==> config.mk <==
export PLATFORM = sky130hd
export DESIGN_NAME = packet_layer_slicer_core
export DESIGN_NICKNAME = d
export VERILOG_FILES = /design/src/hw/rtl/pls_pkg.sv /design/src/hw/rtl/pls_slicer.sv /design/src/hw/rtl/packet_layer_slicer_core.sv
export SDC_FILE = /design/constraint.sdc
export NUM_CORES = 1
export LEC_CHECK = 0
export BUFFER_PORTS_ARGS = -buffer_cell sky130_fd_sc_hd__buf_2
export CAP_MARGIN = 20
export CORE_MARGIN = 8
export CORE_UTILIZATION = 25
export DETAILED_ROUTE_END_ITERATION = 10
export PLACE_DENSITY = 0.39
export SLEW_MARGIN = 20
export SYNTH_ARGS = -nofsm -noshare
export SYNTH_HDL_FRONTEND = slang
export SYNTH_SLANG_ARGS = --single-unit
export TNS_END_PERCENT = 20
==> constraint.sdc <==
create_clock -name clk -period 17.6 [get_ports clk]
set_input_delay 0.88 -clock clk [delete_from_list [all_inputs] [get_ports clk]]
set_output_delay 0.88 -clock clk [all_outputs]
set_load 0.01 [all_outputs]
==> src/hw/rtl/pls_pkg.sv <==
// Shared types and constants of the packet layer slicer.
package pls_pkg;

	localparam int MAX_FRAME_BYTES = 16384;
	localparam int MAX_LAYERS      = 8;

	localparam int CNT_W  = $clog2(MAX_FRAME_BYTES + 1);
	localparam int POS_W  = $clog2(MAX_FRAME_BYTES);
	localparam int AW     = 16;
	localparam int OFF_W  = 14;
	localparam int LEN_W  = 15;
	localparam int ML_W   = 4;
	localparam int LIST_W = $clog2(MAX_LAYERS + 1);
	localparam int SEL_W  = (MAX_LAYERS > 1) ? $clog2(MAX_LAYERS) : 1;
	localparam int ADDR_W = 3;
	localparam int DATA_W = 32;

	localparam int ETH_HDR = 14;
	localparam int IP_HDR  = 20;
	localparam int TCP_HDR = 20;
	localparam int UDP_HDR = 8;

	localparam logic [15:0] ETHERTYPE_IPV4 = 16'h0800;
	localparam logic [7:0]  PROTO_TCP      = 8'd6;
	localparam logic [7:0]  PROTO_UDP      = 8'd17;
	localparam logic [3:0]  IHL_MIN        = 4'd5;

	localparam logic REG_START_LAYER = 1'b0;
	localparam logic REG_MAX_LAYERS  = 1'b1;

	typedef enum logic [2:0] {
		LT_ETH, LT_IP, LT_IPOPT, LT_TCP, LT_TCPOPT, LT_UDP, LT_PAYLOAD, LT_JUNK
	} layer_type_t;

	typedef struct packed {
		layer_type_t        ltype;
		logic [OFF_W-1:0]   offset;
		logic [LEN_W-1:0]   length;
		logic               damaged;
		logic               truncated;
		logic               final_layer;
		logic               unsupported;
		logic               no_layer;
	} desc_t;

	typedef struct packed {
		logic [CNT_W-1:0] n;
		logic [15:0]      ether_kind;
		logic [3:0]       ihl;
		logic [15:0]      frag;
		logic [15:0]      total_len;
		logic [7:0]       proto;
		logic [3:0]       doff;
		logic [15:0]      ulen;
		logic [3:0]       alt_doff;
		logic [15:0]      alt_ulen;
	} frame_t;

endpackage

==> src/hw/rtl/pls_slicer.sv <==
// Frame slicer: turns one frame summary into its ordered layer descriptor list.
module pls_slicer (
	input  pls_pkg::frame_t                       frm,
	input  logic                                  start_layer,
	input  logic [pls_pkg::ML_W-1:0]              max_layers,
	output pls_pkg::desc_t [pls_pkg::MAX_LAYERS-1:0] list,
	output logic [pls_pkg::LIST_W-1:0]            count
);
	import pls_pkg::*;

	localparam int NSLOT  = 6;
	localparam int SLOT_W = $clog2(NSLOT + 1);

	logic            eth, have_eth, ip_go, ip_ok, ihl_bad, frag_bad;
	logic            len_over, alt, ip_dmg;
	logic [AW-1:0]   n, base, pk, lim, opt, hdr, t, tl;
	logic [5:0]      opt_raw;
	logic [3:0]      doff, eff;
	logic [AW-1:0]   ulen, d4, e4, to_len, rem, hl, pay, junk;
	logic            tcp_go, udp_go, t_over, t_dm, u_over;
	logic [LIST_W-1:0] cap;
	logic [SLOT_W-1:0] idx;
	desc_t [NSLOT-1:0] slot;
	logic  [NSLOT-1:0] en;
	desc_t             blank;

	function automatic desc_t mk(layer_type_t ty, logic [AW-1:0] off, logic [AW-1:0] len,
		logic dm, logic tr, logic fin, logic un);
		desc_t d;
		d.ltype       = ty;
		d.offset      = off[OFF_W-1:0];
		d.length      = len[LEN_W-1:0];
		d.damaged     = dm;
		d.truncated   = tr;
		d.final_layer = fin;
		d.unsupported = un;
		d.no_layer    = 1'b0;
		return d;
	endfunction

	always_comb begin
		eth      = !start_layer;
		base     = eth ? AW'(ETH_HDR) : '0;
		n        = AW'(frm.n);
		pk       = n - base;
		have_eth = eth && (n >= AW'(ETH_HDR));
		ip_go    = (!eth || (have_eth && frm.ether_kind == ETHERTYPE_IPV4))
			&& (n >= base + AW'(IP_HDR));
		ihl_bad  = frm.ihl < IHL_MIN;
		frag_bad = |frm.frag[12:0];
		ip_ok    = ip_go && !ihl_bad && !frag_bad;

		len_over = frm.total_len > pk;
		lim      = len_over ? pk : frm.total_len;
		opt_raw  = {frm.ihl - IHL_MIN, 2'b00};
		alt      = (AW'(opt_raw) + AW'(IP_HDR)) > pk;
		opt      = alt ? '0 : AW'(opt_raw);
		ip_dmg   = ihl_bad || (!frag_bad && (len_over || alt));

		hdr  = AW'(IP_HDR) + opt;
		t    = base + hdr;
		tl   = (lim >= hdr) ? lim - hdr : '0;
		doff = alt ? frm.alt_doff : frm.doff;
		ulen = alt ? frm.alt_ulen : frm.ulen;

		// tcp
		tcp_go = ip_ok && frm.proto == PROTO_TCP && tl >= AW'(TCP_HDR);
		d4     = AW'({doff, 2'b00});
		t_over = (doff != 4'd0) && (d4 > tl);
		t_dm   = t_over || ((doff != 4'd0) && (doff < IHL_MIN));
		eff    = t_over ? 4'd0 : ((doff != 4'd0 && doff < IHL_MIN) ? IHL_MIN : doff);
		e4     = AW'({eff, 2'b00});
		to_len = (eff != 4'd0) ? e4 - AW'(TCP_HDR) : tl - AW'(TCP_HDR);
		rem    = (eff != 4'd0) ? tl - e4 : '0;

		// udp
		udp_go = ip_ok && frm.proto == PROTO_UDP && tl >= AW'(UDP_HDR);
		u_over = ulen > tl;
		hl     = (ulen < AW'(UDP_HDR)) ? AW'(UDP_HDR) : ulen;
		pay    = u_over ? tl - AW'(UDP_HDR) : hl - AW'(UDP_HDR);
		junk   = u_over ? '0 : tl - hl;

		slot[0] = mk(LT_ETH, '0, AW'(ETH_HDR), 1'b0, 1'b0, 1'b0, 1'b0);
		en[0]   = have_eth;
		slot[1] = mk(LT_IP, base, AW'(IP_HDR), ip_dmg, 1'b0, ihl_bad || frag_bad,
			!ihl_bad && frag_bad);
		en[1]   = ip_go;
		slot[2] = mk(LT_IPOPT, base + AW'(IP_HDR), opt, 1'b0, 1'b0, 1'b0, 1'b0);
		en[2]   = ip_ok && opt != '0;
		if (tcp_go) begin
			slot[3] = mk(LT_TCP, t, AW'(TCP_HDR), t_dm, t_over, 1'b0, 1'b0);
			slot[4] = mk(LT_TCPOPT, t + AW'(TCP_HDR), to_len, 1'b0, 1'b0, 1'b0, 1'b0);
			slot[5] = mk(LT_PAYLOAD, t + AW'(TCP_HDR) + to_len, rem, 1'b0, 1'b0, 1'b0, 1'b0);
			en[3]   = 1'b1;
			en[4]   = to_len != '0;
			en[5]   = rem != '0;
		end else begin
			slot[3] = mk(LT_UDP, t, AW'(UDP_HDR), u_over, 1'b0, 1'b0, 1'b0);
			slot[4] = mk(LT_PAYLOAD, t + AW'(UDP_HDR), pay, 1'b0, 1'b0, 1'b0, 1'b0);
			slot[5] = mk(LT_JUNK, t + AW'(UDP_HDR) + pay, junk, 1'b0, 1'b0, 1'b0, 1'b0);
			en[3]   = udp_go;
			en[4]   = udp_go && pay != '0;
			en[5]   = udp_go && junk != '0;
		end

		blank          = '0;
		blank.no_layer = 1'b1;
		list           = '{default: '0};
		idx            = '0;
		for (int k = 0; k < NSLOT; k++) begin
			if (en[k] && int'(idx) < MAX_LAYERS) begin
				list[idx[SEL_W-1:0]] = slot[k];
				idx = idx + 1'b1;
			end
		end

		if (max_layers == '0)
			cap = LIST_W'(1);
		else if (int'(max_layers) > MAX_LAYERS)
			cap = LIST_W'(MAX_LAYERS);
		else
			cap = LIST_W'(max_layers);

		if (idx == '0) begin
			list[0] = blank;
			count   = LIST_W'(1);
		end else if (LIST_W'(idx) > cap) begin
			count = cap;
		end else begin
			count = LIST_W'(idx);
		end
	end

endmodule

==> src/hw/rtl/packet_layer_slicer_core.sv <==
// Top level of the packet layer slicer: byte capture, frame hand-off and descriptor drain.
//
// Frames enter one byte per cycle while in_stall is low, and bytes are still taken while
// descriptors of earlier frames drain. Bytes pass an input register, then a capture stage
// that keeps the count and header fields; the last byte hands a frame summary to the
// slicer, whose descriptor list is registered and sent one descriptor per cycle while
// out_stall is low, the first one after the last byte has passed the input, summary and
// list registers. A frame's last byte waits in the input register, with further input
// held off (in_stall), only while the previous summary still waits for the descriptor
// list to empty, which happens when frames shorter than the previous frame's descriptor
// count follow one another or when the output is stalled. start_layer and max_layers sit
// at byte addresses 0 and 4 of the register port.
module packet_layer_slicer_core (
	input  logic                          clk,
	input  logic                          arst_n,
	input  logic                          psel,
	input  logic                          penable,
	input  logic                          pwrite,
	input  logic [pls_pkg::ADDR_W-1:0]    paddr,
	input  logic [pls_pkg::DATA_W-1:0]    pwdata,
	output logic [pls_pkg::DATA_W-1:0]    prdata,
	output logic                          pready,
	input  logic                          in_valid,
	output logic                          in_stall,
	input  logic [7:0]                    data_byte,
	input  logic                          last_byte,
	output logic                          out_valid,
	input  logic                          out_stall,
	output logic [2:0]                    layer_type,
	output logic [pls_pkg::OFF_W-1:0]     layer_offset,
	output logic [pls_pkg::LEN_W-1:0]     layer_length,
	output logic                          damaged,
	output logic                          truncated,
	output logic                          final_layer,
	output logic                          unsupported,
	output logic                          no_layer,
	output logic                          last_of_run
);
	import pls_pkg::*;

	logic                 start_layer_q;
	logic [ML_W-1:0]      max_layers_q;

	logic                 valid_s1, last_s1;
	logic [7:0]           data_s1;

	logic [CNT_W-1:0]     cnt_q, nx_cnt;
	logic [15:0]          ether_kind_q, frag_q, tlen_q, ulen_q, aulen_q;
	logic [3:0]           ihl_q, doff_q, adoff_q;
	logic [7:0]           proto_q;
	frame_t               nx;

	frame_t               frm_q;
	logic                 frm_valid_q;

	desc_t [MAX_LAYERS-1:0] list_q, slice_list;
	logic [LIST_W-1:0]    dr_cnt_q, slice_cnt;

	logic                 blocked, adv, in_acc, out_acc, load, cfg_wr;
	logic [POS_W-1:0]     pos, base, r, t, q, qa;

	// register port
	assign pready = 1'b1;
	assign cfg_wr = psel && penable && pwrite && pready;

	always_comb begin
		unique case (paddr[2])
			REG_START_LAYER: prdata = DATA_W'(start_layer_q);
			REG_MAX_LAYERS:  prdata = DATA_W'(max_layers_q);
			default:         prdata = '0;
		endcase
	end

	always_ff @(posedge clk or negedge arst_n) begin
		if (!arst_n) begin
			start_layer_q <= 1'b0;
			max_layers_q  <= ML_W'(MAX_LAYERS);
		end else if (cfg_wr) begin
			unique case (paddr[2])
				REG_START_LAYER: start_layer_q <= pwdata[0];
				REG_MAX_LAYERS:  max_layers_q  <= pwdata[ML_W-1:0];
				default: ;
			endcase
		end
	end

	// input register
	assign blocked  = valid_s1 && last_s1 && frm_valid_q;
	assign in_stall = blocked;
	assign in_acc   = in_valid && !in_stall;
	assign adv      = valid_s1 && !blocked;

	always_ff @(posedge clk or negedge arst_n) begin
		if (!arst_n)
			valid_s1 <= 1'b0;
		else if (!blocked)
			valid_s1 <= in_acc;
	end

	always_ff @(posedge clk) begin
		if (in_acc) begin
			data_s1 <= data_byte;
			last_s1 <= last_byte;
		end
	end

	// header capture
	always_comb begin
		nx.n          = cnt_q;
		nx.ether_kind = ether_kind_q;
		nx.ihl        = ihl_q;
		nx.frag       = frag_q;
		nx.total_len  = tlen_q;
		nx.proto      = proto_q;
		nx.doff       = doff_q;
		nx.ulen       = ulen_q;
		nx.alt_doff   = adoff_q;
		nx.alt_ulen   = aulen_q;
		nx_cnt        = cnt_q;
		pos           = cnt_q[POS_W-1:0];
		base          = start_layer_q ? '0 : POS_W'(ETH_HDR);
		r             = pos - base;
		t             = POS_W'({ihl_q, 2'b00});
		q             = r - t;
		qa            = r - POS_W'(IP_HDR);
		if (int'(cnt_q) < MAX_FRAME_BYTES) begin
			nx_cnt = cnt_q + 1'b1;
			if (!start_layer_q) begin
				if (pos == POS_W'(12)) nx.ether_kind[15:8] = data_s1;
				if (pos == POS_W'(13)) nx.ether_kind[7:0]  = data_s1;
			end
			if (pos >= base) begin
				if (r == POS_W'(0)) nx.ihl             = data_s1[3:0];
				if (r == POS_W'(2)) nx.total_len[15:8] = data_s1;
				if (r == POS_W'(3)) nx.total_len[7:0]  = data_s1;
				if (r == POS_W'(6)) nx.frag[15:8]      = data_s1;
				if (r == POS_W'(7)) nx.frag[7:0]       = data_s1;
				if (r == POS_W'(9)) nx.proto           = data_s1;
				if (r >= t) begin
					if (q == POS_W'(4))  nx.ulen[15:8] = data_s1;
					if (q == POS_W'(5))  nx.ulen[7:0]  = data_s1;
					if (q == POS_W'(12)) nx.doff       = data_s1[7:4];
				end
				if (r >= POS_W'(IP_HDR)) begin
					if (qa == POS_W'(4))  nx.alt_ulen[15:8] = data_s1;
					if (qa == POS_W'(5))  nx.alt_ulen[7:0]  = data_s1;
					if (qa == POS_W'(12)) nx.alt_doff       = data_s1[7:4];
				end
			end
		end
		nx.n = nx_cnt;
	end

	always_ff @(posedge clk or negedge arst_n) begin
		if (!arst_n) begin
			cnt_q        <= '0;
			ether_kind_q <= '0;
			ihl_q        <= '0;
			frag_q       <= '0;
			tlen_q       <= '0;
			proto_q      <= '0;
			doff_q       <= '0;
			ulen_q       <= '0;
			adoff_q      <= '0;
			aulen_q      <= '0;
		end else if (adv) begin
			if (last_s1) begin
				cnt_q        <= '0;
				ether_kind_q <= '0;
				ihl_q        <= '0;
				frag_q       <= '0;
				tlen_q       <= '0;
				proto_q      <= '0;
				doff_q       <= '0;
				ulen_q       <= '0;
				adoff_q      <= '0;
				aulen_q      <= '0;
			end else begin
				cnt_q        <= nx_cnt;
				ether_kind_q <= nx.ether_kind;
				ihl_q        <= nx.ihl;
				frag_q       <= nx.frag;
				tlen_q       <= nx.total_len;
				proto_q      <= nx.proto;
				doff_q       <= nx.doff;
				ulen_q       <= nx.ulen;
				adoff_q      <= nx.alt_doff;
				aulen_q      <= nx.alt_ulen;
			end
		end
	end

	// frame summary hand-off
	always_ff @(posedge clk or negedge arst_n) begin
		if (!arst_n)
			frm_valid_q <= 1'b0;
		else if (adv && last_s1)
			frm_valid_q <= 1'b1;
		else if (load)
			frm_valid_q <= 1'b0;
	end

	always_ff @(posedge clk) begin
		if (adv && last_s1)
			frm_q <= nx;
	end

	pls_slicer u_slicer (
		.frm         (frm_q),
		.start_layer (start_layer_q),
		.max_layers  (max_layers_q),
		.list        (slice_list),
		.count       (slice_cnt)
	);

	// descriptor drain
	assign out_valid = dr_cnt_q != '0;
	assign out_acc   = out_valid && !out_stall;
	assign load      = frm_valid_q
		&& (dr_cnt_q == '0 || (dr_cnt_q == LIST_W'(1) && out_acc));

	always_ff @(posedge clk or negedge arst_n) begin
		if (!arst_n)
			dr_cnt_q <= '0;
		else if (load)
			dr_cnt_q <= slice_cnt;
		else if (out_acc)
			dr_cnt_q <= dr_cnt_q - 1'b1;
	end

	always_ff @(posedge clk) begin
		if (load) begin
			list_q <= slice_list;
		end else if (out_acc) begin
			for (int i = 0; i < MAX_LAYERS - 1; i++)
				list_q[i] <= list_q[i+1];
		end
	end

	assign layer_type   = list_q[0].ltype;
	assign layer_offset = list_q[0].offset;
	assign layer_length = list_q[0].length;
	assign damaged      = list_q[0].damaged;
	assign truncated    = list_q[0].truncated;
	assign final_layer  = list_q[0].final_layer;
	assign unsupported  = list_q[0].unsupported;
	assign no_layer     = list_q[0].no_layer;
	assign last_of_run  = dr_cnt_q == LIST_W'(1);

endmodule

=== Word level (Yosys, flattened, before mapping) ===
Cells that the tools add are included.

* Word-level logic and storage cells: 308
* Input bits: 51
* Output and inout bits: 73
* Bits in registers: 543

* $add $sub $neg: 27
* Equal/unequal tests: 17
* Bitwise logic cells: 1
* Mux-type cells: 85
* Reduce and logical (&&, ||, !) cells: 59
* Magnitude comparators: 28

{| class="wikitable"
|+ Operator list
! cell !! number
|-
| $bwmux 296 || 5
|-
| $mux 296 || 5
|-
| $demux 37 s3 || 5
|-
| $mux 259 || 2
|-
| $mux 16 || 14
|-
| $mux 37 || 6
|-
| $mux 109 || 1
|-
| $mux 100 || 1
|-
| $mux 8 || 12
|-
| $eq 14x3->1 const B || 6
|-
| $mux 84 || 1
|-
| $reduce_bool 16->1 || 5
|-
| $eq 14x4->1 const B || 5
|-
| $mux 4 || 17
|-
| $pmux 32 s2 || 1
|-
| $gt 16x16->1 || 3
|-
| $add 14x14->14 || 3
|-
| $mux 20 || 2
|-
| $sub 16x16->16 || 2
|-
| $sub 16x4->16 const B || 2
|-
| $logic_and 1x1->1 || 31
|-
| $mux 15 || 2
|-
| $eq 14x2->1 const B || 2
|-
| $mux 3 || 6
|-
| other kinds (52) || 78
|}

=== Depth between registers and ports, before layout ===
* Depth after elaboration: 25
* Mapped depth: 66
* Gate-level depth less buffers: 57

=== By module ===
From an unflattened synthesis, not the netlist that was laid out.

* Cells, all modules: 4161
* Area, all modules: 36984.2 um2

{| class="wikitable"
|+ By module, submodules not included
! module !! cells an instance !! instances !! sequential area each (um2) !! area each (um2)
|-
| packet_layer_slicer_core || 2173 || 1 || 15766.4 || 24148.2
|-
| pls_slicer || 1988 || 1 || 0.0 || 12836.1
|}

=== Worst setup path after synthesis ===
No wires, ideal clock.

* Kind: register to register
* From: register start_layer_q
* To: register dr_cnt_q[0]
* Cell stages (with the launch flop): 62
* Arrival: 13.508 ns
* Setup time: 0.136 ns
* Path slack: 3.956 ns
* Period minus slack after synthesis: 13.644 ns
* Path buffers: 10
* Data required time: 17.464 ns
* Cells stage by stage: dfrtp_1 > clkbuf_1 > inv_1 > ha_1 > fa_1 > nor2b_1 > clkbuf_1 > nor4_1 > xnor2_1 > ha_1 > a21oi_1 > nor2_1 > a211o_1 > or3_4 > a2111o_1 > nand2_1 > buf_2 > clkbuf_1 > [... 26 more ...] > o21ai_0 > nand2b_1 > a21oi_1 > nor3_1 > a2111oi_2 > nor4bb_1 > nand3_1 > o32ai_2 > inv_1 > clkbuf_1 > o21ai_0 > ha_1 > nor2b_1 > o21a_1 > o21ai_0 > inv_1 > o31ai_1 > a32oi_1

* Word-level cells in the longest chain between the ends: 21
* Elaborated cells between the ends (all ways): 73
* Classes of those cells: 15 x add/sub; 11 x order compare; 23 x mux; 24 x reduce/logical

{| class="wikitable"
|+ Ends and longest elaborated chain
! what !! line !! RTL
|-
| start: declaration || packet_layer_slicer_core.sv:41 || <nowiki>logic start_layer_q;</nowiki>
|-
| start signal: assignment || packet_layer_slicer_core.sv:80 || <nowiki>REG_START_LAYER: start_layer_q <= pwdata[0];</nowiki>
|-
| $mux 4 || pls_slicer.sv:43 || <nowiki>base = eth ? AW'(ETH_HDR) : '0;</nowiki>
|-
| $sub 15x16->16 || pls_slicer.sv:45 || <nowiki>pk = n - base;</nowiki>
|-
| $gt 16x16->1 || pls_slicer.sv:56 || <nowiki>alt = (AW'(opt_raw) + AW'(IP_HDR)) > pk;</nowiki>
|-
| $mux 6 || pls_slicer.sv:57 || <nowiki>opt = alt ? '0 : AW'(opt_raw);</nowiki>
|-
| $add 5x6->7 || pls_slicer.sv:60 || <nowiki>hdr = AW'(IP_HDR) + opt;</nowiki>
|-
| $sub 16x16->16 / $ge 16x16->1 (equally long branches) || pls_slicer.sv:62 || <nowiki>tl = (lim >= hdr) ? lim - hdr : '0;</nowiki>
|-
| $mux 16 || pls_slicer.sv:62 ||
|-
| $gt 6x16->1 || pls_slicer.sv:69 || <nowiki>t_over = (doff != 4'd0) && (d4 > tl);</nowiki>
|-
| [... 5 more ...] || n/a ||
|-
| $mux 3 || pls_slicer.sv:90 || <nowiki>if (tcp_go) begin</nowiki>
|-
| $mux 3 || pls_slicer.sv:111 || <nowiki>if (en[k] && int'(idx) < MAX_LAYERS) begin</nowiki>
|-
| $add 3x1->3 || pls_slicer.sv:113 || <nowiki>idx = idx + 1'b1;</nowiki>
|-
| $mux 3 (*) || pls_slicer.sv:111 ||
|-
| $gt 3x4->1 || pls_slicer.sv:127 || <nowiki>end else if (LIST_W'(idx) > cap) begin</nowiki>
|-
| $mux 4 || pls_slicer.sv:127 ||
|-
| $mux 4 (*) || pls_slicer.sv:124 || <nowiki>if (idx == '0) begin</nowiki>
|-
| $mux 4 (*) || packet_layer_slicer_core.sv:225 || <nowiki>else if (load)</nowiki>
|-
| end signal: assignment || packet_layer_slicer_core.sv:226 || <nowiki>dr_cnt_q <= slice_cnt;</nowiki>
|-
| end signal: assignment || packet_layer_slicer_core.sv:228 || <nowiki>dr_cnt_q <= dr_cnt_q - 1'b1;</nowiki>
|-
| end: declaration || packet_layer_slicer_core.sv:57 || <nowiki>logic [LIST_W-1:0] dr_cnt_q, slice_cnt;</nowiki>
|}

Every way passes the cells marked *; elsewhere a longest branch is shown, timed or not.
A chain may end at the register's enable or synchronous reset.

=== Worst setup path after layout ===
Same ends and word-level chain as after synthesis.

==> metrics.cfg <==
[synth]
ys_types = 119
yosys_warnings = 0
synth-seq-area-share = 0.4272
netlist_area_mm2 = 0.03518
ys.flop_type = edfxtp_1
synth_edf_count = 398
ys_seq_elements = 521
avgSynthCellArea_um2 = 9.697
syn_inst = 3628
synth-async-reset-ratio = 0.2361

[timing]
period_minus_slack_ns = 16.12
tightestPinTransition_ns = 1.159
finClkSkew_ns = 0.03828
rsz0062_at_grt = no
fin_ws_ns = 1.479
fmax_mhz = 62.03
finalSetupViolations = 0
timing_hold_violations_final = 0
fin_setup_tns_ns = 0
drv_slew = 0
max-slew-margin-rel = 0.2244
finalCritPeriodShare = 0.9160

[global_route]
grt_pass1_vias = 28280
grt_overflow = 0
use_met2 = 0.2748
track_usage = 0.1728
antenna_found_initial = 2
met1_usage = 0.2388
grt_pass1_wl_um = 199800
grt_max_degree = 155
use_met3 = 0.02320
grt.busiest_layer = met2

[critical_path]
required_ns = 18.10
slowest_stage = o32ai_2
cp.arrival_ns = 16.62
worstSetupEndpointType = register
crit_path_start_kind = register
path_class = reg2reg
max_stage_delay_ns = 0.87
path_max_fanout = 22
cpMostUsedCell = ha_1

[die]
die-width_um = 391.1
dieArea_mm2 = 0.1530
row_count = 137
core_area_mm2 = 0.1395
ios = 124
initial_core_util = 0.2521
die_y_um = 391.1

[pwr]
power_frac_clock = 0.183
max-vdd-ir-drop_mv = 0.1259
power_frac_seq = 0.271
power.leakage_nw = 15.01
p_int_mw = 3.945
p_comb_frac = 0.546
power.share.switching = 0.4771
cellPowerDensity_mw_per_mm2 = 191.6
power_switching_mw = 3.600

[cts]
cts_root_buf = clkbuf_16
clk-insertion-delay-late_ns = 0.67
clk_pin_slew_ns = 0.06
cts_tree = built
clock_sinks = 521
postCtsHoldBufs = 0
cts_buffers = 68
cts_setup_buffers = 0
cts_buffer_depth = 3
ctsResizeCount = 0
htree_levels = 3

[place]
placed_cells = 5374
dp_slack_ns = 1.515
dp_hpwl_um = 95980
io_buffers = 64
gp_congestion = 0.9174
dpl_cell_area_mm2 = 0.03720

[status]
status = complete, no violations

[final_layout]
syn2layout_area_growth_pct = 11.93
antennaDiodeCount = 0
final_common_cell = nand2_1
fin_nets = 3751
finalNonFillerCells = 5498
regArea_mm2 = 0.01503
multi_input_comb_area_mm2 = 0.01850
final_cell_mix = 401 x nand2_1, 398 x edfxtp_1, 265 x nor2_1, 214 x o21ai_0, 140 x a21oi_1
nFillCells = 14880
drive_above_1_share = 0.1223
final_area_mm2 = 0.03938

[run]
max_cap_violations = 0

[min_path]
hold_path_class = in2async

[detailed_routing]
wl_um = 136100
dr_total_vias = 28870
avgViaCountPerCell = 5.251
dr.first_iter.drc_count = 2451
drtPass1Iterations = 6
route.detailed.drc = 0
detail-route-antenna-nets = 0
avgRoutedWirePerCell_um = 24.76

flip-flops by register name, summed over array words and instances, names as in the netlist, 3 cells and up:
signal	flops
adoff_q	4
aulen_q	16
cnt_q	15
data_s1	8
doff_q	4
dr_cnt_q	4
ether_kind_q	16
frag_q	13
frm_q	112
ihl_q	4
layer_length	15
layer_offset	14
layer_type	3
list_q	240
max_layers_q	4
proto_q	8
tlen_q	16
ulen_q	16
cell usage after synthesis, types with 24 or more instances:
library cell / number / area share
inv_1: 116 / 0.012
ha_1: 121 / 0.043
xnor2_1: 86 / 0.021
nand2b_1: 39 / 0.0069
o21a_1: 55 / 0.012
and2_1: 27 / 0.0048
nand2_1: 403 / 0.043
buf_2: 42 / 0.0060
and3_1: 24 / 0.0043
o31ai_1: 53 / 0.011
mux2_2: 125 / 0.040
xor2_1: 41 / 0.010
nor2_1: 267 / 0.028
edfxtp_1: 398 / 0.34
o21ai_1: 45 / 0.0064
clkbuf_1: 168 / 0.018
a22oi_1: 33 / 0.0070
nand4_1: 45 / 0.0080
a22o_1: 105 / 0.026
a21oi_1: 140 / 0.020
o21ai_0: 215 / 0.031
nor2b_1: 41 / 0.0073
buf_4: 68 / 0.015
nand3_1: 83 / 0.012
o211ai_1: 25 / 0.0053
o221ai_1: 27 / 0.0067
nor3_1: 93 / 0.013
a21o_1: 25 / 0.0053
mux2i_1: 94 / 0.027
a31oi_1: 46 / 0.0082
a211oi_1: 24 / 0.0051
o22ai_1: 33 / 0.0059
nor4_1: 44 / 0.0078
dfrtp_1: 122 / 0.087
kinds of logic (layout without fill, tap and decap cells):
family / count (synthesis) / in the layout / share of synthesized area
compound gates: 1011 / 1011 / 0.2014
xor+xnor: 130 / 130 / 0.03336
fa+ha+maj: 132 / 132 / 0.04901
buf+inv: 412 / 377 / 0.05363
flops: 521 / 521 / 0.4272
mux: 221 / 221 / 0.06779
other cells: 2 / 31 / 0.0002135
simple gates: 1199 / 1199 / 0.1674
power groups by stage:
stage / logic, mW / registers [mW] / clock network [mW]
detailed placement: 4.08 / 2.07 / 0
CTS: 4.10 / 2.05 / 1.43
floorplan: 2.70 / 2.05 / 0
global route: 4.47 / 2.09 / 1.47
finish: 4.12 / 2.04 / 1.38
global placement: 4.09 / 2.06 / 0
area by class of cell:
cell class	instances	share of cell area
clock inverters	31	0.007467
repair buffers	136	0.02265
flip-flops and latches	521	0.3817
multi-input cells	2724	0.4698
inverters	118	0.01144
well taps	1876	0.05961
clock buffers	92	0.04734
worst paths after layout:
check                               from  slack, ns     endpoint  cells after the start
min in group clk            data_byte[4]       0.39   data_s1[4]                      1
min reg2reg                    doff_q[0]       0.50    doff_q[0]                      1
max reg2reg                start_layer_q       1.48  dr_cnt_q[0]                     51
max                        start_layer_q       1.48  dr_cnt_q[0]                     51
max in group asynchronous         arst_n      15.90    doff_q[0]                      2
min                               arst_n       0.22    cnt_q[11]                      1
through the flow:
stage / hold WS (ns) / util / total power [mW]
global route: 0.2429 / 0.2822 / 8.024
detailed placement: 0.4847 / 0.2666 / 6.145
CTS: 0.2031 / 0.2821 / 7.573
floorplan: 0.4674 / - / 4.753
finish: 0.2226 / 0.2822 / 7.545
global placement: 0.4816 / 0.2666 / 6.153
metal layers:
metal,share of wire,vias up,wire (µm)
li1,-,13460,-
met1,0.46,14390,62810
met2,0.46,801,62200
met3,0.044,222,5988
met4,0.038,0,5136
met5,0,-,0
critical path: cells and delay by family (launching register included):
family / cells / cell delay [ns]
AND/OR/NAND/NOR: 19 / 5.33
buffers and inverters: 6 / 1.66
AO/OA/AOI/OAI: 18 / 5.03
XOR/XNOR: 1 / 0.44
adder cells (fa/ha/maj): 7 / 2.73
flip-flops: 1 / 0.71
Note: power is estimated with default switching activity, not from simulation.
